==> src/design/ssm_pkg.sv <==
// ----------------------------------------------------------------------------
// ssm_pkg
// Shared types and constants for the substring first-match block.
// ----------------------------------------------------------------------------
`default_nettype none

package ssm_pkg;

	localparam int MAX_LEN_DEF = 128;

	// command queue between front and back
	localparam int QUEUE_DEPTH = 4;

	localparam logic FUNC_PATTERN = 1'b0;
	localparam logic FUNC_TEXT    = 1'b1;

	typedef struct packed {
		logic       func;
		logic [7:0] byte_value;
		logic       last;
	} in_item_t;

	typedef struct packed {
		logic       found;
		logic [6:0] match_index;
		logic       overflow;
	} out_item_t;

	// classified command handed from front to back
	typedef struct packed {
		logic       text;
		logic [7:0] byte_value;
		logic       last;
		logic       emits;
	} cmd_t;

endpackage

`default_nettype wire

==> src/design/ssm_front.sv <==
// ----------------------------------------------------------------------------
// ssm_front
// Input stage: accepts items, classifies them and registers the command.
// ----------------------------------------------------------------------------
`default_nettype none

module ssm_front (
	input  wire logic             clk,
	input  wire logic             arst_n,
	input  wire logic             item_valid,
	output logic                  item_ready,
	input  wire ssm_pkg::in_item_t item,
	output logic                  cmd_valid,
	input  wire logic             cmd_ready,
	output ssm_pkg::cmd_t         cmd
);

	logic          valid_s1;
	ssm_pkg::cmd_t cmd_s1;
	ssm_pkg::cmd_t cmd_in;

	always_comb begin
		cmd_in.text       = (item.func == ssm_pkg::FUNC_TEXT);
		cmd_in.byte_value = item.byte_value;
		cmd_in.last       = item.last;
		// only the closing byte of a text produces a result
		cmd_in.emits      = (item.func == ssm_pkg::FUNC_TEXT) && item.last;
	end

	assign item_ready = !valid_s1 || cmd_ready;
	assign cmd_valid  = valid_s1;
	assign cmd        = cmd_s1;

	always_ff @(posedge clk or negedge arst_n) begin
		if (!arst_n) begin
			valid_s1 <= 1'b0;
		end else if (item_valid && item_ready) begin
			valid_s1 <= 1'b1;
		end else if (cmd_ready) begin
			valid_s1 <= 1'b0;
		end
	end

	always_ff @(posedge clk) begin
		if (item_valid && item_ready) begin
			cmd_s1 <= cmd_in;
		end
	end

endmodule

`default_nettype wire

==> src/design/ssm_queue.sv <==
// ----------------------------------------------------------------------------
// ssm_queue
// Short command FIFO decoupling the front stage from the search engine.
// ----------------------------------------------------------------------------
`default_nettype none

module ssm_queue (
	input  wire logic          clk,
	input  wire logic          arst_n,
	input  wire logic          push_valid,
	output logic               push_ready,
	input  wire ssm_pkg::cmd_t push_cmd,
	output logic               pop_valid,
	input  wire logic          pop_ready,
	output ssm_pkg::cmd_t      pop_cmd
);

	localparam int QD = ssm_pkg::QUEUE_DEPTH;
	localparam int PW = (QD > 1) ? $clog2(QD) : 1;
	localparam int CW = $clog2(QD + 1);

	ssm_pkg::cmd_t   mem_q [QD];
	logic [PW-1:0]   wr_ptr_q;
	logic [PW-1:0]   rd_ptr_q;
	logic [CW-1:0]   count_q;
	logic            do_push;
	logic            do_pop;

	assign push_ready = (count_q != CW'(QD));
	assign pop_valid  = (count_q != '0);
	assign pop_cmd    = mem_q[rd_ptr_q];
	assign do_push    = push_valid && push_ready;
	assign do_pop     = pop_valid && pop_ready;

	always_ff @(posedge clk or negedge arst_n) begin
		if (!arst_n) begin
			wr_ptr_q <= '0;
			rd_ptr_q <= '0;
			count_q  <= '0;
		end else begin
			if (do_push) begin
				wr_ptr_q <= (wr_ptr_q == PW'(QD - 1)) ? '0 : wr_ptr_q + 1'b1;
			end
			if (do_pop) begin
				rd_ptr_q <= (rd_ptr_q == PW'(QD - 1)) ? '0 : rd_ptr_q + 1'b1;
			end
			case ({do_push, do_pop})
				2'b10:   count_q <= count_q + 1'b1;
				2'b01:   count_q <= count_q - 1'b1;
				default: count_q <= count_q;
			endcase
		end
	end

	always_ff @(posedge clk) begin
		if (do_push) begin
			mem_q[wr_ptr_q] <= push_cmd;
		end
	end

endmodule

`default_nettype wire

==> src/design/ssm_back.sv <==
// ----------------------------------------------------------------------------
// ssm_back
// Search engine: pattern and text shift lines, parallel window compare,
// match tracking and the result register.
// ----------------------------------------------------------------------------
`default_nettype none

module ssm_back #(
	parameter int MAX_LEN = ssm_pkg::MAX_LEN_DEF
) (
	input  wire logic          clk,
	input  wire logic          arst_n,
	input  wire logic          cmd_valid,
	output logic               cmd_ready,
	input  wire ssm_pkg::cmd_t cmd,
	output logic               result_valid,
	input  wire logic          result_ready,
	output ssm_pkg::out_item_t result
);

	localparam int LW = $clog2(MAX_LEN + 1);

	// pat_q[0] holds the newest pattern byte, tw_q[0] the newest text byte,
	// so the newest window lines up with the pattern tap for tap.
	logic [7:0]          pat_q [MAX_LEN];
	logic [7:0]          tw_q  [MAX_LEN];
	logic [7:0]          nw    [MAX_LEN];
	logic [MAX_LEN-1:0]  ok;

	logic [LW-1:0]       plen_q;
	logic                pat_open_q;
	logic                pat_over_q;
	logic [LW-1:0]       tpos_q;
	logic                seen_q;
	logic [6:0]          start_q;
	logic                tover_q;
	logic                res_valid_q;
	ssm_pkg::out_item_t  res_q;

	logic                take;
	logic [LW-1:0]       plen_base;
	logic                pat_room;
	logic                pat_shift;
	logic                room;
	logic [LW-1:0]       tpos_inc;
	logic [LW-1:0]       start_w;
	logic                hit;
	logic                seen_n;
	logic [6:0]          start_n;
	logic                tover_n;
	logic                text_shift;

	assign take      = cmd_valid && (!cmd.emits || !res_valid_q || result_ready);
	assign cmd_ready = take;

	always_comb begin
		nw[0] = cmd.byte_value;
		for (int j = 1; j < MAX_LEN; j++) begin
			nw[j] = tw_q[j-1];
		end
		// taps beyond the pattern length do not count
		for (int j = 0; j < MAX_LEN; j++) begin
			ok[j] = (nw[j] == pat_q[j]) || (LW'(j) >= plen_q);
		end
	end

	always_comb begin
		plen_base  = pat_open_q ? plen_q : '0;
		pat_room   = plen_base < LW'(MAX_LEN);
		pat_shift  = take && !cmd.text && pat_room;

		room       = tpos_q < LW'(MAX_LEN);
		text_shift = take && cmd.text && room;
		tpos_inc   = tpos_q + 1'b1;
		start_w    = tpos_inc - plen_q;
		hit        = room && !seen_q && !pat_over_q && (plen_q != '0) &&
			(tpos_inc >= plen_q) && (&ok);
		seen_n     = seen_q || hit;
		start_n    = hit ? 7'(start_w) : start_q;
		tover_n    = tover_q || !room;
	end

	assign result_valid = res_valid_q;
	assign result       = res_q;

	always_ff @(posedge clk or negedge arst_n) begin
		if (!arst_n) begin
			plen_q      <= '0;
			pat_open_q  <= 1'b0;
			pat_over_q  <= 1'b0;
			tpos_q      <= '0;
			seen_q      <= 1'b0;
			start_q     <= '0;
			tover_q     <= 1'b0;
			res_valid_q <= 1'b0;
		end else begin
			if (result_ready) begin
				res_valid_q <= 1'b0;
			end
			if (take && !cmd.text) begin
				pat_open_q <= !cmd.last;
				if (pat_room) begin
					plen_q     <= plen_base + 1'b1;
					pat_over_q <= pat_open_q ? pat_over_q : 1'b0;
				end else begin
					plen_q     <= plen_base;
					pat_over_q <= 1'b1;
				end
			end else if (take) begin
				pat_open_q <= 1'b0;
				if (cmd.last) begin
					tpos_q      <= '0;
					seen_q      <= 1'b0;
					start_q     <= '0;
					tover_q     <= 1'b0;
					res_valid_q <= 1'b1;
				end else begin
					tpos_q  <= room ? tpos_inc : tpos_q;
					seen_q  <= seen_n;
					start_q <= start_n;
					tover_q <= tover_n;
				end
			end
		end
	end

	always_ff @(posedge clk) begin
		if (pat_shift) begin
			pat_q[0] <= cmd.byte_value;
			for (int j = 1; j < MAX_LEN; j++) begin
				pat_q[j] <= pat_q[j-1];
			end
		end
		if (text_shift) begin
			for (int j = 0; j < MAX_LEN; j++) begin
				tw_q[j] <= nw[j];
			end
		end
		if (take && cmd.emits) begin
			res_q.found       <= seen_n;
			res_q.match_index <= seen_n ? start_n : '0;
			res_q.overflow    <= pat_over_q || tover_n;
		end
	end

endmodule

`default_nettype wire

==> src/design/substring_first_match.sv <==
// ----------------------------------------------------------------------------
// substring_first_match
// Leftmost substring search over a streamed text against a loaded pattern.
// ----------------------------------------------------------------------------
// Load the pattern as func=0 bytes (last=1 closes it), then stream the text as
// func=1 bytes; the text byte with last=1 returns one result: found, the start
// index of the leftmost occurrence (mod 128) and an overflow flag. The block
// sustains one byte per clock on pattern and text unless a closing text byte
// waits on a result not yet taken; a byte passes through the input register, a
// four-entry command queue and the search engine, which registers the result.
// The rate is set by the search engine, which compares the newest MAX_LEN text
// bytes against the whole pattern combinationally. The pattern stays loaded
// across texts until the next pattern byte after a close starts a new one.
// ----------------------------------------------------------------------------
`default_nettype none

module substring_first_match #(
	parameter int MAX_LEN = ssm_pkg::MAX_LEN_DEF
) (
	input  wire logic              clk,
	input  wire logic              arst_n,
	input  wire logic              item_valid,
	output logic                   item_ready,
	input  wire ssm_pkg::in_item_t item,
	output logic                   result_valid,
	input  wire logic              result_ready,
	output ssm_pkg::out_item_t     result
);

	logic          f_valid;
	logic          f_ready;
	ssm_pkg::cmd_t f_cmd;
	logic          q_valid;
	logic          q_ready;
	ssm_pkg::cmd_t q_cmd;

	ssm_front u_front (
		.clk        (clk),
		.arst_n     (arst_n),
		.item_valid (item_valid),
		.item_ready (item_ready),
		.item       (item),
		.cmd_valid  (f_valid),
		.cmd_ready  (f_ready),
		.cmd        (f_cmd)
	);

	ssm_queue u_queue (
		.clk        (clk),
		.arst_n     (arst_n),
		.push_valid (f_valid),
		.push_ready (f_ready),
		.push_cmd   (f_cmd),
		.pop_valid  (q_valid),
		.pop_ready  (q_ready),
		.pop_cmd    (q_cmd)
	);

	ssm_back #(
		.MAX_LEN (MAX_LEN)
	) u_back (
		.clk          (clk),
		.arst_n       (arst_n),
		.cmd_valid    (q_valid),
		.cmd_ready    (q_ready),
		.cmd          (q_cmd),
		.result_valid (result_valid),
		.result_ready (result_ready),
		.result       (result)
	);

endmodule

`default_nettype wire

==> config.mk <==
export PLATFORM = sky130hd
export DESIGN_NAME = substring_first_match
export DESIGN_NICKNAME = d
export VERILOG_FILES = /design/src/design/ssm_pkg.sv /design/src/design/ssm_front.sv /design/src/design/ssm_queue.sv /design/src/design/ssm_back.sv /design/src/design/substring_first_match.sv
export SDC_FILE = /design/constraint.sdc
export NUM_CORES = 2
export LEC_CHECK = 0
export BUFFER_PORTS_ARGS = -buffer_cell sky130_fd_sc_hd__buf_2
export CORE_MARGIN = 3
export CORE_UTILIZATION = 63
export CTS_CLUSTER_DIAMETER = 30
export DETAILED_ROUTE_END_ITERATION = 10
export PLACE_DENSITY = 0.77
export SYNTH_ARGS = -nofsm -noshare
export SYNTH_HDL_FRONTEND = slang
export SYNTH_HIERARCHICAL = 1
export SYNTH_SLANG_ARGS = --single-unit
export TNS_END_PERCENT = 20
==> constraint.sdc <==
create_clock -name clk -period 64.6 [get_ports clk]
set_clock_uncertainty 0.05 [all_clocks]
set_input_delay 9.69 -clock clk [delete_from_list [all_inputs] [get_ports clk]]
set_output_delay 9.69 -clock clk [all_outputs]
set_load 0.03 [all_outputs]
Word-level counts from Yosys, hierarchy flattened

Memory sizes are Yosys's and may differ from the RTL's.
Cells that the tools add are included.

Register bits: 56
Logic and storage cells: 489
Memory bits (writable): 2092
Output and inout bits: 11
Memories kept: 3
Input port bits: 14

Memory list:

| name          | words | width | rd ports | clocked after Yosys merged registers in | wr ports | line            | text |
|---|---|---|---|---|---|---|---|
| u_back.pat_q  | 128   | 8     | 128      | 0                                       | 128      | ssm_back.sv:25  | `logic [7:0] pat_q [MAX_LEN];` |
| u_back.tw_q   | 128   | 8     | 127      | 0                                       | 128      | ssm_back.sv:26  | `logic [7:0] tw_q [MAX_LEN];` |
| u_queue.mem_q | 4     | 11    | 1        | 0                                       | 1        | ssm_queue.sv:22 | `ssm_pkg::cmd_t mem_q [QD];` |

$add $sub $neg: 7
Reduce and logical (&&, ||, !) cells: 167
Multiplexer cells: 27
Bitwise gates (word level): 1
Equal/unequal tests: 134
$lt $le $gt $ge: 131

Operator list:

| operator                                                              | count |
|---|---|
| 8-bit equality test                                                   | 128 |
| 7-bit by 8-bit >= comparator with 1-bit output (first input constant) | 64 |
| 6-bit by 8-bit >= comparator with 1-bit output (first input constant) | 32 |
| 1-bit logical OR                                                      | 134 |
| 5-bit by 8-bit >= comparator with 1-bit output (first input constant) | 16 |
| 128-bit AND reduction                                                 | 1 |
| 4-bit by 8-bit >= comparator with 1-bit output (first input constant) | 8 |
| 3-bit by 8-bit >= comparator with 1-bit output (first input constant) | 4 |
| 8-bit 2-to-1 mux                                                      | 4 |
| 1-bit 2-to-1 mux                                                      | 18 |
| 8-bit by 1-bit adder with 8-bit output (second input constant)        | 2 |
| 1-bit by 8-bit >= comparator with 1-bit output (first input constant) | 2 |
| 2-bit by 8-bit >= comparator with 1-bit output (first input constant) | 2 |
| 8-bit < comparator (second input constant)                            | 2 |
| 1-bit logical AND                                                     | 15 |
| 7-bit 2-to-1 mux                                                      | 2 |
| 8-bit >= comparator                                                   | 1 |
| 1-bit logical NOT                                                     | 8 |
| 2-bit nonzero test                                                    | 4 |
| 8-bit nonzero test                                                    | 1 |
| 7-bit subtractor                                                      | 1 |
| 2-bit equality test (second input constant)                           | 3 |
| 3-bit case mux with 2 select lines                                    | 1 |
| 2-bit by 1-bit adder with 2-bit output (second input constant)        | 2 |
| other kinds (10)                                                      | 12 |

Longest topological paths before layout

An unclocked memory read counts as a cell.

Depth in word-level cells: 9
Mapped depth: 13
Mapped depth without buffers: 12

By module

The synthesis kept the hierarchy.

By module, submodules not included:

| module    | times used | cells each | area an instance (um2) | sequential area each (um2) |
|---|---|---|---|---|
| ssm_back  | 1          | 3914       | 76109.2                | 62229.7 |
| ssm_queue | 1          | 97         | 2038.2                 | 1496.4 |
| ssm_front | 1          | 16         | 390.4                  | 355.3 |

Least setup slack after synthesis

Ideal clock, no wire load.

Kind: input port to flip-flop
Start: input port result_ready
End: register u_back.plen_q[1]
Data arrival time: 60.479 ns
Path buffers: 1
Stages on the path: 8
Data required time: 62.429 ns
Path slack: 1.949 ns
Setup time: 2.121 ns
Cell sequence: nor2b_1 > nand2_1 > nand2_1 > inv_1 > nand2b_1 > clkbuf_1 > a21oi_1 > o21ai_0

Cells in the longest elaborated chain, start to end: 3

Ends and longest elaborated chain:

| element                | line                        | text |
|---|---|---|
| start: declaration     | substring_first_match.sv:26 | `input wire logic result_ready,` |
| 1-bit logical OR       | ssm_back.sv:53              | `assign take = cmd_valid && (!cmd.emits \|\| !res_valid_q \|\| result_ready);` |
| 1-bit logical AND      | ssm_back.sv:53              |  |
| named net q_ready      | substring_first_match.sv:34 | `logic q_ready;` |
| 1-bit logical AND      | ssm_back.sv:100             | `if (take && !cmd.text) begin` |
| end signal: assignment | ssm_back.sv:103             | `plen_q <= plen_base + 1'b1;` |
| end signal: assignment | ssm_back.sv:106             | `plen_q <= plen_base;` |
| end: declaration       | ssm_back.sv:30              | `logic [LW-1:0] plen_q;` |

The timed path passes the listed nets, and every way through them passes these cells.
A chain may end at the register's enable or synchronous reset.

==> run metrics <==
clock latency on the worst-skew pair=920 ps; die area=129000 um2; Reg-to-Reg Start=u_back/plen_q[5]; port bufs=24; endpoints failing setup=0; TritonCTS buffer count=365; via count=38554; clock power share=0.373; hold_sp=u_back/tw_q[0][169]; Pwr Density=55.1 nW/um2; Setup WS post-layout=51180 ps; Slew HR=0.0771; worst r2r dst=u_back/result[7]; cells on worst reg2reg path=9; final hold violation count=0; overall routing resource usage=0.260; total negative slack=0 ps; RePlAce Congestion=0.901; Logic pwr share=0.158; P_sw=0.00153 W; CP Launch Type=primary input; GR Util met3=0.0636; share of cells above drive strength 1=0.149; area delta synth->final=18.6%; most common cell after layout, fill and taps aside=edfxtp_1; largest net degree at the start of global routing=189; crit end category=flip-flop; hold crit path type=flip-flop to flip-flop; first-pass GRT wire length=250000 um; Post-synth ARST share=0.0168; I/O pin total=25; Final Max Slew Viols=0; Clock Pin Slew Worst Setup and Hold Paths=50 ps; Post-CTS Setup Bufs=0; Hold Crit Depth=0; register area share after synthesis=0.816; Initial Util=0.639; FP Rows=128; Die Ht=359 um; drt drc=0; critical path fanouts, max=188; Clk Tree Root Cell=clkbuf_16; met1 Usage GRT=0.346; # H-tree levels=5; grt peak-use layer=met2; initial antenna violation count=4; most frequent cells in the layout=edfxtp_1, xor2_1, clkbuf_16; Hold EP=u_back/tw_q[0][177]; Pint=0.00360 W; die span in x=359 um; final WL=168000 um; Crit path arrival time=13850 ps; critical path class=primary input to flip-flop; iteration-0 DRC count of the detailed router=4980; placed insts=5674; Routed Antenna Nets=0; max cap viols=0; Reg power frac=0.469; dpl cell area=80900 um2; number of global-route vias before repair=40195; register-to-register path setup slack=58940 ps; WL per Instance=26.5 um; syn_nets=4059; YS warnings=6; pre-CTS setup slack=50420 ps; Post-synth EDFFs=2104; Yosys reg bits=2140; CTS tree=done; crit share post-route=0.208; Post-CTS Hold Fix Bufs=0; Sink Count=2140; Worst EP required=65030 ps; total grt overflow=0; fmax=74.5 MHz; GR met2 Demand/Resource=0.416; non-filler cells, final=6333; first drt pass iteration count=6; Least-Margin Pin Slew=1370 ps; Core ar.=123000 um2; Finished Cell Area=93200 um2; worst vdd ir=66.9 uV; Final min period=13420 ps; top_reg_cell synth=edfxtp_1; CTS resizes=0; Vias/cell=6.09; leakage power=28.2 nW; # nets final=4448; RSZ-0062 raised after global routing=false; Post-Synthesis Cells=4027; status=completed; clock buffer depth=4; Yosys cell types=84; Syn Area/Cell=19.5 um2; HPWL Detailed=98400 um; fillers=6020; Post-Syn Area=78500 um2; sw frac=0.299
==> area by class of cell <==
cell class | count | area, um2 | share of cell area
antenna | 4 | 10.0 | 0.000107
clock buffer | 401 | 9450 | 0.101
clock inverter | 254 | 2810 | 0.0301
inverter | 24 | 90.1 | 0.000967
multi-input combinational | 1830 | 14300 | 0.153
sequential | 2140 | 64100 | 0.688
tap | 1625 | 2030 | 0.0218
timing repair buffer | 55 | 440 | 0.00473
==> state kept, by name, indices dropped and copies added (netlist names) <==
name,count
u_front/cmd_valid,1
u_back/pat_q,1024
u_queue/mem_q,44
u_queue/rd_ptr_q,2
u_back/plen_q,8
u_back/result_valid,1
u_back/tpos_q,8
u_front/cmd,11
u_back/tw_q,1016
u_back/seen_q,1
u_back/pat_over_q,1
u_queue/wr_ptr_q,2
u_back/tover_q,1
u_back/start_q,7
u_queue/count_q,3
u_back/pat_open_q,1
u_back/result,9
==> cells by family (layout without fill, tap and decap cells) <==
family,after synthesis,in the layout,synth area share
flip-flops,2140,2140,0.816
XOR/XNOR,1038,1038,0.116
AND/OR/NAND/NOR,512,512,0.0378
AO/OA/AOI/OAI,246,246,0.0205
buffers and inverters,57,734,0.00303
adder cells (fa/ha/maj),18,18,0.00306
multiplexers,16,16,0.00395
other,0,4,0
==> routing by layer <==
layer	vias up	wire length, um
met5	-	25
met4	4	6560
met3	384	16100
met2	2102	82100
met1	19606	62900
li1	16458	-
==> how the worst max path moves through the flow <==
stage / slack [ps] / cells after the start / from / endpoint
2_1_floorplan: 1950 / 8 / result_ready / u_back/plen_q[1]
3_3_place_gp: 50420 / 10 / result_ready / u_back/pat_q[1][184]
3_5_place_dp: 50420 / 10 / result_ready / u_back/pat_q[1][186]
4_1_cts: 51310 / 10 / result_ready / u_back/pat_q[1][287]
5_1_grt: 50910 / 10 / result_ready / u_back/pat_q[1][186]
6_report: 51180 / 10 / result_ready / u_back/pat_q[1][287]
==> Yosys cell counts (all sizes together) (7+ instances only) <==
cell type / count / area (um2)
ha: 16 / 200
nor2: 46 / 175
inv: 24 / 90.1
nand3: 16 / 97.6
mux4: 11 / 248
nand2: 86 / 323
xor2: 903 / 7910
clkbuf: 22 / 82.6
edfxtp: 2104 / 63200
o31ai: 7 / 52.6
a22o: 9 / 78.8
dfrtp: 36 / 901
a22oi: 28 / 210
o311ai: 9 / 78.8
o21ai: 44 / 220
and3: 12 / 86.3
and2: 10 / 67.6
nand2b: 7 / 51.3
a211oi: 7 / 52.6
xnor2: 135 / 1180
buf: 11 / 65.1
a21oi: 81 / 413
o22ai: 7 / 43.8
nor3: 8 / 56.3
nor4: 244 / 1550
nand4: 59 / 369
==> metrics by stage <==
| stage | hold slack [ps] | power, W | util |
|---|---|---|---|
| floorplan | 397 | 0.00455 | - |
| global placement | 398 | 0.00319 | 0.659 |
| detailed placement | 404 | 0.00321 | 0.659 |
| CTS | 370 | 0.00515 | 0.758 |
| global route | 380 | 0.00531 | 0.758 |
| finish | 362 | 0.00513 | 0.758 |
==> critical path: stages <==
cell	delay, ps
buf_2	90
nor2b_1	70
nand2_1	230
nand2_1	160
inv_1	130
nand2b_1	240
a21oi_4	440
buf_12	780
buf_12	680
buf_4	960
==> power groups by stage <==
stage	combinational (W)	clock [W]	sequential (W)
final	0.000809	0.00191	0.00241
after floorplan	0.000537	0	0.00401
after global routing	0.000881	0.00200	0.00243
after detailed placement	0.000799	0	0.00241
after global placement	0.000791	0	0.00240
after CTS	0.000815	0.00193	0.00240
Power figures use the tool's default switching activity.
